--- config.mk ---
export PLATFORM = sky130hd
export DESIGN_NAME = page_frame_replacement_lru_lfu_top
export DESIGN_NICKNAME = d
export VERILOG_FILES = /design/src/rtl/core/pfr_pkg.sv /design/src/rtl/core/pfr_frame_mem.sv /design/src/rtl/core/pfr_select.sv /design/src/rtl/core/pfr_ctrl.sv /design/src/rtl/core/page_frame_replacement_lru_lfu_top.sv
export SDC_FILE = /design/constraint.sdc
export NUM_CORES = 1
export LEC_CHECK = 0
export BUFFER_PORTS_ARGS = -buffer_cell sky130_fd_sc_hd__buf_2
export CAP_MARGIN = 25
export CELL_PAD_IN_SITES_DETAIL_PLACEMENT = 0
export CELL_PAD_IN_SITES_GLOBAL_PLACEMENT = 2
export CORE_ASPECT_RATIO = 1.25
export CORE_MARGIN = 2
export CORE_UTILIZATION = 44
export DETAILED_ROUTE_END_ITERATION = 8
export PLACE_DENSITY = 0.77
export SLEW_MARGIN = 10
export SYNTH_ARGS = -nofsm -noshare
export SYNTH_HDL_FRONTEND = slang
export SYNTH_HIERARCHICAL = 1
export SYNTH_SLANG_ARGS = --single-unit
--- constraint.sdc ---
create_clock -name clock -period 6.84 [get_ports clock]
set_input_delay 0.342 -clock clock [delete_from_list [all_inputs] [get_ports clock]]
set_output_delay 0.342 -clock clock [all_outputs]
set_load 0.01 [all_outputs]
--- src/rtl/core/pfr_pkg.sv ---
package pfr_pkg;

   localparam int FRAMES     = 8;
   localparam int PAGE_W     = 16;
   localparam int TIME_W     = 32;
   localparam int IDX_W      = (FRAMES > 1) ? $clog2(FRAMES) : 1;
   localparam int CNT_W      = $clog2(FRAMES + 1);
   localparam int FIU_W      = 7;
   localparam int OUT_IDX_W  = 6;
   localparam int CSR_IDX_W  = 1;
   localparam int CSR_DATA_W = 7;

   localparam logic [CSR_IDX_W-1:0] CSR_POLICY_MODE   = 1'd0;
   localparam logic [CSR_IDX_W-1:0] CSR_FRAMES_IN_USE = 1'd1;

   localparam logic MODE_LRU = 1'b0;
   localparam logic MODE_LFU = 1'b1;

   localparam logic [FIU_W-1:0]  FIU_RESET = 7'd8;
   localparam logic [TIME_W-1:0] TIME_MAX  = '1;

   typedef logic [IDX_W-1:0]  frame_idx_type;
   typedef logic [PAGE_W-1:0] page_type;
   typedef logic [TIME_W-1:0] stamp_type;

   typedef struct packed {
      page_type  page;
      stamp_type use_time;
      stamp_type use_count;
   } frame_entry_type;

   typedef struct packed {
      logic            rd_en;
      frame_idx_type   rd_addr;
      logic            wr_en;
      frame_idx_type   wr_addr;
      frame_entry_type wr_data;
   } mem_req_type;

   typedef struct packed {
      logic            clear;
      logic            vld;
      frame_idx_type   idx;
      logic            occupied;
      frame_entry_type entry;
   } scan_probe_type;

   typedef struct packed {
      logic          hit;
      frame_idx_type hit_idx;
      stamp_type     hit_count;
      logic          empty_found;
      frame_idx_type empty_idx;
      frame_idx_type victim_idx;
   } scan_result_type;

endpackage

--- src/rtl/core/pfr_frame_mem.sv ---
module pfr_frame_mem
   import pfr_pkg::*;
(
   input  logic            clock,
   input  mem_req_type     mem_req,
   output frame_entry_type rd_data
);

   frame_entry_type mem [FRAMES];
   frame_entry_type rd_data_ff;

   always_ff @(posedge clock) begin
      if (mem_req.wr_en) begin
         mem[mem_req.wr_addr] <= mem_req.wr_data;
      end
      if (mem_req.rd_en) begin
         rd_data_ff <= mem[mem_req.rd_addr];
      end
   end

   assign rd_data = rd_data_ff;

endmodule

--- src/rtl/core/pfr_select.sv ---
module pfr_select
   import pfr_pkg::*;
(
   input  logic            clock,
   input  logic            reset,
   input  logic            policy_mode,
   input  page_type        page,
   input  scan_probe_type  probe,
   output scan_result_type result
);

   logic          hit_ff, hit_in;
   frame_idx_type hit_idx_ff, hit_idx_in;
   stamp_type     hit_count_ff, hit_count_in;
   logic          empty_found_ff, empty_found_in;
   frame_idx_type empty_idx_ff, empty_idx_in;
   frame_idx_type victim_idx_ff, victim_idx_in;
   stamp_type     victim_time_ff, victim_time_in;
   stamp_type     victim_count_ff, victim_count_in;

   frame_entry_type entry;
   logic            better;

   always_comb begin
      entry = probe.occupied ? probe.entry : '0;
      if (policy_mode == MODE_LRU) begin
         better = entry.use_time < victim_time_ff;
      end else begin
         better = (entry.use_count < victim_count_ff) ||
                  ((entry.use_count == victim_count_ff) && (entry.use_time < victim_time_ff));
      end
   end

   always_comb begin
      hit_in          = hit_ff;
      hit_idx_in      = hit_idx_ff;
      hit_count_in    = hit_count_ff;
      empty_found_in  = empty_found_ff;
      empty_idx_in    = empty_idx_ff;
      victim_idx_in   = victim_idx_ff;
      victim_time_in  = victim_time_ff;
      victim_count_in = victim_count_ff;
      if (probe.clear) begin
         hit_in         = 1'b0;
         empty_found_in = 1'b0;
      end else if (probe.vld) begin
         if (!hit_ff && probe.occupied && (entry.page == page)) begin
            hit_in       = 1'b1;
            hit_idx_in   = probe.idx;
            hit_count_in = entry.use_count;
         end
         if (!empty_found_ff && !probe.occupied) begin
            empty_found_in = 1'b1;
            empty_idx_in   = probe.idx;
         end
         if ((probe.idx == '0) || better) begin
            victim_idx_in   = probe.idx;
            victim_time_in  = entry.use_time;
            victim_count_in = entry.use_count;
         end
      end
   end

   always_ff @(posedge clock) begin
      if (reset) begin
         hit_ff         <= 1'b0;
         empty_found_ff <= 1'b0;
      end else begin
         hit_ff         <= hit_in;
         empty_found_ff <= empty_found_in;
      end
   end

   always_ff @(posedge clock) begin
      hit_idx_ff      <= hit_idx_in;
      hit_count_ff    <= hit_count_in;
      empty_idx_ff    <= empty_idx_in;
      victim_idx_ff   <= victim_idx_in;
      victim_time_ff  <= victim_time_in;
      victim_count_ff <= victim_count_in;
   end

   assign result.hit         = hit_ff;
   assign result.hit_idx     = hit_idx_ff;
   assign result.hit_count   = hit_count_ff;
   assign result.empty_found = empty_found_ff;
   assign result.empty_idx   = empty_idx_ff;
   assign result.victim_idx  = victim_idx_ff;

endmodule

--- src/rtl/core/pfr_ctrl.sv ---
module pfr_ctrl
   import pfr_pkg::*;
(
   input  logic                  clock,
   input  logic                  reset,
   input  logic                  req_valid,
   output logic                  req_stall,
   input  logic [PAGE_W-1:0]     req_page_number,
   output logic                  rsp_valid,
   input  logic                  rsp_stall,
   output logic [OUT_IDX_W-1:0]  rsp_frame_index,
   output logic [PAGE_W-1:0]     rsp_frame_page,
   output logic                  rsp_frame_occupied,
   output logic                  rsp_was_hit,
   output logic                  rsp_last_frame,
   input  logic                  csr_write_enable,
   input  logic [CSR_IDX_W-1:0]  csr_index,
   input  logic [CSR_DATA_W-1:0] csr_write_data,
   output mem_req_type           mem_req,
   input  frame_entry_type       rd_data,
   output logic                  policy_mode,
   output page_type              page,
   output scan_probe_type        probe,
   input  scan_result_type       result
);

   localparam logic [2:0] ST_IDLE   = 3'd0;
   localparam logic [2:0] ST_SCAN   = 3'd1;
   localparam logic [2:0] ST_DRAIN  = 3'd2;
   localparam logic [2:0] ST_UPDATE = 3'd3;
   localparam logic [2:0] ST_REPORT = 3'd4;

   logic [2:0]       state_ff, state_in;
   frame_idx_type    ptr_ff, ptr_in;
   logic             mode_ff;
   logic [FIU_W-1:0] fiu_ff;
   stamp_type        ref_time_ff, ref_time_in;
   logic [FRAMES-1:0] valid_ff, valid_in;
   page_type         page_ff;
   logic             hit_ff, hit_in;
   logic             rd_scan_ff, rd_rep_ff;
   frame_idx_type    rd_idx_ff;

   logic                 rsp_valid_ff, rsp_valid_in;
   logic [OUT_IDX_W-1:0] rsp_index_ff;
   page_type             rsp_page_ff;
   logic                 rsp_occ_ff, rsp_hit_ff, rsp_last_ff;

   logic [CNT_W-1:0] act_cnt;
   frame_idx_type    last_idx;
   logic             accept_req, rsp_take, scan_issue, rep_issue, rd_occupied;
   frame_idx_type    slot;
   frame_entry_type  new_entry;

   always_comb begin
      if (fiu_ff == '0) begin
         act_cnt = CNT_W'(1);
      end else if (fiu_ff > FIU_W'(FRAMES)) begin
         act_cnt = CNT_W'(FRAMES);
      end else begin
         act_cnt = fiu_ff[CNT_W-1:0];
      end
      last_idx = IDX_W'(act_cnt - CNT_W'(1));
   end

   assign req_stall   = (state_ff != ST_IDLE);
   assign accept_req  = req_valid && !req_stall;
   assign rsp_take    = rsp_valid_ff && !rsp_stall;
   assign scan_issue  = (state_ff == ST_SCAN);
   assign rep_issue   = (state_ff == ST_REPORT) && !rd_rep_ff && (!rsp_valid_ff || rsp_take);
   assign rd_occupied = valid_ff[rd_idx_ff];

   always_comb begin
      if (result.hit) begin
         slot = result.hit_idx;
      end else if (result.empty_found) begin
         slot = result.empty_idx;
      end else begin
         slot = result.victim_idx;
      end
      new_entry.page     = page_ff;
      new_entry.use_time = ref_time_ff;
      if (!result.hit) begin
         new_entry.use_count = TIME_W'(1);
      end else if ((mode_ff == MODE_LFU) && (result.hit_count != TIME_MAX)) begin
         new_entry.use_count = result.hit_count + TIME_W'(1);
      end else begin
         new_entry.use_count = result.hit_count;
      end
   end

   always_comb begin
      state_in    = state_ff;
      ptr_in      = ptr_ff;
      ref_time_in = ref_time_ff;
      valid_in    = valid_ff;
      hit_in      = hit_ff;
      unique case (state_ff)
         ST_IDLE: begin
            if (accept_req) begin
               state_in = ST_SCAN;
               ptr_in   = '0;
            end
         end
         ST_SCAN: begin
            if (ptr_ff == last_idx) begin
               state_in = ST_DRAIN;
            end else begin
               ptr_in = ptr_ff + IDX_W'(1);
            end
         end
         ST_DRAIN: begin
            state_in = ST_UPDATE;
         end
         ST_UPDATE: begin
            valid_in[slot] = 1'b1;
            hit_in         = result.hit;
            if (ref_time_ff != TIME_MAX) begin
               ref_time_in = ref_time_ff + TIME_W'(1);
            end
            ptr_in   = '0;
            state_in = ST_REPORT;
         end
         ST_REPORT: begin
            if (rep_issue) begin
               if (ptr_ff == last_idx) begin
                  state_in = ST_IDLE;
               end else begin
                  ptr_in = ptr_ff + IDX_W'(1);
               end
            end
         end
         default: begin
            state_in = ST_IDLE;
         end
      endcase
   end

   always_comb begin
      rsp_valid_in = rsp_valid_ff;
      if (rd_rep_ff) begin
         rsp_valid_in = 1'b1;
      end else if (rsp_take) begin
         rsp_valid_in = 1'b0;
      end
   end

   always_ff @(posedge clock) begin
      if (reset) begin
         state_ff     <= ST_IDLE;
         ptr_ff       <= '0;
         mode_ff      <= MODE_LRU;
         fiu_ff       <= FIU_RESET;
         ref_time_ff  <= '0;
         valid_ff     <= '0;
         hit_ff       <= 1'b0;
         rd_scan_ff   <= 1'b0;
         rd_rep_ff    <= 1'b0;
         rsp_valid_ff <= 1'b0;
      end else begin
         state_ff     <= state_in;
         ptr_ff       <= ptr_in;
         ref_time_ff  <= ref_time_in;
         valid_ff     <= valid_in;
         hit_ff       <= hit_in;
         rd_scan_ff   <= scan_issue;
         rd_rep_ff    <= rep_issue;
         rsp_valid_ff <= rsp_valid_in;
         if (csr_write_enable) begin
            unique case (csr_index)
               CSR_POLICY_MODE:   mode_ff <= csr_write_data[0];
               CSR_FRAMES_IN_USE: fiu_ff  <= csr_write_data[FIU_W-1:0];
            endcase
         end
      end
   end

   always_ff @(posedge clock) begin
      rd_idx_ff <= ptr_ff;
      if (accept_req) begin
         page_ff <= req_page_number;
      end
      if (rd_rep_ff) begin
         rsp_index_ff <= OUT_IDX_W'(rd_idx_ff);
         rsp_page_ff  <= rd_occupied ? rd_data.page : '0;
         rsp_occ_ff   <= rd_occupied;
         rsp_hit_ff   <= hit_ff;
         rsp_last_ff  <= (rd_idx_ff == last_idx);
      end
   end

   assign mem_req.rd_en   = scan_issue || rep_issue;
   assign mem_req.rd_addr = ptr_ff;
   assign mem_req.wr_en   = (state_ff == ST_UPDATE);
   assign mem_req.wr_addr = slot;
   assign mem_req.wr_data = new_entry;

   assign probe.clear    = accept_req;
   assign probe.vld      = rd_scan_ff;
   assign probe.idx      = rd_idx_ff;
   assign probe.occupied = rd_occupied;
   assign probe.entry    = rd_data;

   assign policy_mode = mode_ff;
   assign page        = page_ff;

   assign rsp_valid          = rsp_valid_ff;
   assign rsp_frame_index    = rsp_index_ff;
   assign rsp_frame_page     = rsp_page_ff;
   assign rsp_frame_occupied = rsp_occ_ff;
   assign rsp_was_hit        = rsp_hit_ff;
   assign rsp_last_frame     = rsp_last_ff;

endmodule

--- src/rtl/core/page_frame_replacement_lru_lfu_top.sv ---
// Page frame replacement over a fully associative set of frames, LRU or LFU as
// selected by policy_mode. Each request transaction carries one page reference; the
// block answers with one response transaction per active frame, in frame order, carrying
// the frame's page and occupancy after the reference, the hit flag of the reference
// and a marker on the last active frame. The active frames are frames_in_use, clamped
// to 1..8. A reference first sweeps the frame table through its single read port and
// writes back the updated entry, then reads each active frame again for the report and
// registers it as a response. Per-frame valid bits reset at once, so there is no
// clearing pass after reset. Write configuration only while the block is idle.
module page_frame_replacement_lru_lfu_top
   import pfr_pkg::*;
(
   input  logic                  clock,
   input  logic                  reset,
   input  logic                  req_valid,
   output logic                  req_stall,
   input  logic [PAGE_W-1:0]     req_page_number,
   output logic                  rsp_valid,
   input  logic                  rsp_stall,
   output logic [OUT_IDX_W-1:0]  rsp_frame_index,
   output logic [PAGE_W-1:0]     rsp_frame_page,
   output logic                  rsp_frame_occupied,
   output logic                  rsp_was_hit,
   output logic                  rsp_last_frame,
   input  logic                  csr_write_enable,
   input  logic [CSR_IDX_W-1:0]  csr_index,
   input  logic [CSR_DATA_W-1:0] csr_write_data
);

   mem_req_type     mem_req;
   frame_entry_type rd_data;
   logic            policy_mode;
   page_type        page;
   scan_probe_type  probe;
   scan_result_type result;

   pfr_frame_mem u_frame_mem (
      .clock   (clock),
      .mem_req (mem_req),
      .rd_data (rd_data)
   );

   pfr_select u_select (
      .clock       (clock),
      .reset       (reset),
      .policy_mode (policy_mode),
      .page        (page),
      .probe       (probe),
      .result      (result)
   );

   pfr_ctrl u_ctrl (
      .clock              (clock),
      .reset              (reset),
      .req_valid          (req_valid),
      .req_stall          (req_stall),
      .req_page_number    (req_page_number),
      .rsp_valid          (rsp_valid),
      .rsp_stall          (rsp_stall),
      .rsp_frame_index    (rsp_frame_index),
      .rsp_frame_page     (rsp_frame_page),
      .rsp_frame_occupied (rsp_frame_occupied),
      .rsp_was_hit        (rsp_was_hit),
      .rsp_last_frame     (rsp_last_frame),
      .csr_write_enable   (csr_write_enable),
      .csr_index          (csr_index),
      .csr_write_data     (csr_write_data),
      .mem_req            (mem_req),
      .rd_data            (rd_data),
      .policy_mode        (policy_mode),
      .page               (page),
      .probe              (probe),
      .result             (result)
   );

endmodule

== Word level (Yosys, flattened, before mapping) ==
Memories as Yosys holds them, arrays and structs flattened. A register that Yosys moved wholly into a read port is not among the register bits.
Index checks and enable logic that the tools add are counted.

* Equal/unequal tests: 14
* Mux-type cells: 25
* Bitwise operators: 3
* $add $sub $neg: 4
* $lt $le $gt $ge: 6
* Reductions and logical operators: 38

{| class="wikitable"
|+ Operators by type and width
! kind !! count
|-
| two-way mux 80 bit || 1
|-
| adder 32 x 1 -> 32 bit (second input constant) || 2
|-
| less-than comparator 32 bit || 2
|-
| two-way mux 32 bit || 2
|-
| != test 32 bit (second input constant) || 2
|-
| two-way mux 3 bit || 11
|-
| equality test 32 bit || 1
|-
| equality test 16 bit || 1
|-
| case mux 3 bit (5 select lines) || 1
|-
| case mux 3 bit (4 select lines) || 1
|-
| AND reduction 3 bit || 4
|-
| logical AND 1 bit || 10
|-
| AND reduction 2 bit || 5
|-
| less-than comparator 3 x 4 -> 1 bit (second input constant) || 2
|-
| bitwise OR 8 bit || 1
|-
| > comparator 7 x 4 -> 1 bit (second input constant) || 1
|-
| logical NOT 1 bit || 7
|-
| logical NOT 7 bit || 1
|-
| two-way mux 1 bit || 7
|-
| equality test 3 x 2 -> 1 bit (second input constant) || 2
|-
| equality test 3 bit || 2
|-
| logical NOT 3 bit || 2
|-
| logical OR 1 bit || 4
|-
| != test 2 x 1 -> 1 bit (second input constant) || 2
|-
| other kinds (14) || 16
|}

* Bits of input ports: 29
* RAM bits: 640
* Register bits: 206
* Logic and storage cells: 116
* Memories kept: 1

{| class="wikitable"
|+ Memories
! name !! words !! bits a word !! read ports !! clocked after Yosys merged registers in !! write ports !! RTL line !! RTL
|-
| u_frame_mem.mem || 8 || 80 || 1 || 1 || 1 || pfr_frame_mem.sv:9 || <nowiki>frame_entry_type mem [FRAMES];</nowiki>
|}

== Depth between registers and ports, before layout ==
* Depth after elaboration: 9
* Depth in mapped cells: 16
* Depth with buffers taken out: 11

== Hierarchy ==
The synthesis kept the hierarchy.

{| class="wikitable"
|+ Modules (own cells, without submodules)
! module !! cells each !! sequential area each (um^2) !! times used !! area an instance (um^2)
|-
| pfr_frame_mem || 1018 || 21620.7 || 1 || 26455.4
|-
| pfr_ctrl || 654 || 2362.3 || 1 || 5870.6
|-
| pfr_select || 464 || 3193.1 || 1 || 5576.6
|}

== Least setup slack after synthesis ==
OpenSTA, ideal clock, no wires.

* Kind: register to register
* From: reg u_select.hit_ff
* To: mem u_frame_mem/mem[4][0] (netlist name) (enable)
* Required time: 6.224 ns
* Cell stages (with the launch flop): 7
* Arrival time: 6.500 ns
* Period minus slack after synthesis: 7.116 ns
* Slack: -0.276 ns
* Cell sequence: dfxtp_1 > buf_4 > clkbuf_1 > nand2_1 > o21ai_0 > nand2_1 > nor3_1

{| class="wikitable"
|+ RTL lines
! what !! RTL line !! RTL
|-
| start: declaration || pfr_select.sv:12 || <nowiki>logic hit_ff, hit_in;</nowiki>
|-
| start signal: assignment || pfr_select.sv:69 || <nowiki>hit_ff <= hit_in;</nowiki>
|-
| end: declaration || pfr_frame_mem.sv:9 ||
|}

==> results.py <==
metrics = {
    "outcome": {
        "run_status": "complete, no violations",
    },
    "setup_path": {
        "critPathMaxStageDelay_ns": 0.76,
        "arrival_ns": 5.85,
        "startpoint_type": "flop",
        "crit_chain": "mux4_2 > mux2i_2 > buf_4 > inv_2 > buf_4 > and2_1 > ha_1 > a21oi_1 > o21ai_1 > a2111oi_0 > a211o_1 > nor3b_1 > or3_2 > buf_4",
        "crit_top_cell": "buf_4",
        "cp_max_fo": 44,
        "crit_required_ns": 7.16,
        "slowest_stage": "or3_2",
        "rrSetupSlack_ns": 1.31,
        "path_class": "reg2reg",
        "endpoint_kind": "flop",
    },
    "grt": {
        "grtUsageMet1_pct": 23.8,
        "antenna_found_initial": 1,
        "gr-total-overflow": 0,
        "grtUsageMet3_pct": 2.48,
        "grt_pass1_vias": 19700,
        "grt_max_degree": 82,
        "grt_use_total_pct": 18.4,
        "grt_pass1_wl_um": 121000,
        "grt_use_met2_pct": 31.9,
        "gr-max-usage-layer": "met2",
    },
    "place": {
        "io_buffers": 52,
        "gp_congestion": 0.773,
        "placed_cells": 3145,
        "dp_hpwl_um": 45700,
    },
    "final_layout": {
        "regArea_um2": 27200,
        "multi_input_area_um2": 9340,
        "areaGrowthSynthToFinish_pct": 11.5,
        "stdcell_count": 3344,
        "nFillCells": 7030,
        "drive_above_1_share_pct": 22.9,
        "nets": 2262,
    },
    "floorplanning": {
        "die_h_um": 332,
        "start_util_pct": 44.3,
        "ios": 56,
        "die_w_um": 267,
        "dieArea_um2": 88500,
        "core_area_um2": 85600,
        "num_rows": 120,
    },
    "timing": {
        "timing.fmax_mhz": 181,
        "worst_slew_margin_rel_pct": 32.2,
        "maxSlewViolCount": 0,
        "period_minus_slack_ns": 5.53,
        "tightest_slew_ns": 1.01,
        "setup_viol": 0,
        "hold_violations": 0,
        "fin_tns_setup_ns": 0,
        "rsz0062_at_grt": "no",
        "clock-skew-final_ns": 0.0277,
        "finalCritPeriodShare_pct": 80.9,
    },
    "routing": {
        "num_vias": 18600,
        "wire_per_inst_um": 23.9,
        "ant_nets": 0,
        "route.detailed.drc": 0,
        "first_pass_iters": 7,
        "drt_iter0_drc": 1437,
        "wl_um": 79900,
        "avgViaCountPerCell": 5.56,
    },
    "synth": {
        "synth_top_area_cell": "edfxtp_1",
        "synth_area_um2": 37900,
        "async_flop_share_pct": 0,
        "synth_cell_type_count": 69,
        "synthTopCellsByCount": "edfxtp_1 (863), mux4_2 (162), buf_4 (105), and2_1 (91), inv_1 (84)",
        "yosysMostFrequentCell": "edfxtp_1",
        "ys_seq_area_share_pct": 71.7,
        "ys.flop_type": "edfxtp_1",
        "synthTopCellsByArea": "edfxtp_1 (68%), mux4_2 (9.6%), dfxtp_1 (3.3%)",
        "synth_top_area_share_pct": 68.4,
        "yosysWarnings": 6,
        "postSynthCellCount": 2136,
        "synth-seq-cells": 926,
        "synth_edf_count": 863,
        "avgSynthCellArea_um2": 17.7,
    },
    "clock_tree": {
        "tritoncts": "yes",
        "cts_hold_buf": 23,
        "cts_root_buf": "clkbuf_16",
        "clkSlewWorstSetupHoldPaths_ns": 0.06,
        "post_cts_buffers": 0,
        "h-tree-depth": 3,
        "insertion_delay_ns": 0.66,
        "post_cts_resize_count": 0,
        "cts.sinks": 926,
        "cts_buffer_depth": 3,
        "cts_buffers": 92,
    },
    "power": {
        "p_total_w": 0.0120,
        "pwr_density_cell_nw_per_um2": 284,
        "vdd_ir_drop_max_mv": 0.230,
        "power_leakage_nw": 13.7,
    },
    "flow_run": {
        "max-cap-violations": 0,
    },
    "hold_path": {
        "hold_path_class": "in2reg",
    },
}
-- layer usage --
metal | wire, µm | share of wire, %
met2 | 41300 | 52
met4 | 1860 | 2.3
met3 | 3360 | 4.2
met5 | 0 | 0
met1 | 33400 | 42
-- power by group --
part | switching [W] | internal [W] | leakage [nW]
Combinational | 0.000246 | 0.000221 | 3.91
Sequential | 0.0000827 | 0.00626 | 8.24
Clock | 0.00212 | 0.00306 | 1.51
-- path summary, 6_finish.rpt --
| check | from | endpoint | depth (start not counted) |
|---|---|---|---|
| setup / recovery | u_ctrl/rd_idx_ff[0] | u_select/victim_count_ff[13] | 14 |
| hold / removal | csr_index | u_ctrl/fiu_ff[6] | 3 |
| setup reg to reg | u_ctrl/rd_idx_ff[0] | u_select/victim_count_ff[13] | 14 |
| hold reg to reg | u_ctrl/hit_ff | u_ctrl/rsp_was_hit | 0 |
-- logic make-up after synthesis --
kind of cell               share of synthesized area [%]
adders and majority gates                           2.18
other                                            0.00989
xor gates and xnor gates                            1.48
buffers and inverters                               3.92
AOI/OAI and AO/OA                                   2.19
muxes                                               12.2
and+or+nand+nor                                     6.36
DFF                                                 71.7
-- cell type report --
cell class	count	area share, %
well taps	1098	3.25
repair buffers	113	2.13
flip-flops and latches	926	64.3
clock buffers	107	5.70
diodes	1	0.00592
multi-input cells	949	22.1
clock inverters	65	1.71
inverters	85	0.755
-- metrics by stage --
stage,utilization (%),instance area (µm²),hold WS [ns],setup slack (ns)
6_report,49.4,42300,0.0531,1.31
5_1_grt,49.4,42300,0.0439,0.848
4_1_cts,49.3,42200,0.0151,1.14
3_5_place_dp,45.4,38800,0.420,1.14
3_3_place_gp,45.3,38800,0.421,1.28
2_1_floorplan,-,37900,0.408,0.948
-- flip-flops by register name, summed over array words and instances (netlist names), 3 cells and up --
register,count
u_frame_mem/rd_data,80
u_ctrl/ptr_ff,3
u_ctrl/state_ff,3
u_ctrl/rsp_frame_page,16
u_select/empty_idx_ff,3
u_ctrl/fiu_ff,7
u_ctrl/rd_idx_ff,3
u_select/victim_idx_ff,3
u_frame_mem/mem,640
u_ctrl/page,16
u_ctrl/ref_time_ff,32
u_select/hit_count_ff,32
u_ctrl/valid_ff,8
u_ctrl/rsp_frame_index,3
u_select/hit_idx_ff,3
u_select/victim_count_ff,32
u_select/victim_time_ff,32
-- placed cells by master (no fill, tap or decap), drive strengths merged, types with 27 or more instances in the layout --
cell    instances
ha             66
clkinv         33
xor2           31
dfxtp          63
and2           92
nand3          38
mux4          162
inv            90
nand2          67
nand4          44
clkbuf        107
buf            90
a21oi          49
nor2           73
edfxtp        863
mux2           81
o21ai          27
xnor2          33
nor2b          30
-- worst max-delay path, delay by kind of cell, from the launching register on --
kind,cells,cell delay (ns)
AO/OA/AOI/OAI,4,0.99
buffers and inverters,4,1.35
flip-flops,1,0.56
adder cells (fa/ha/maj),1,0.30
multiplexers,2,0.79
AND/OR/NAND/NOR,3,1.17
No activity file was read; power rests on OpenSTA's default activity.
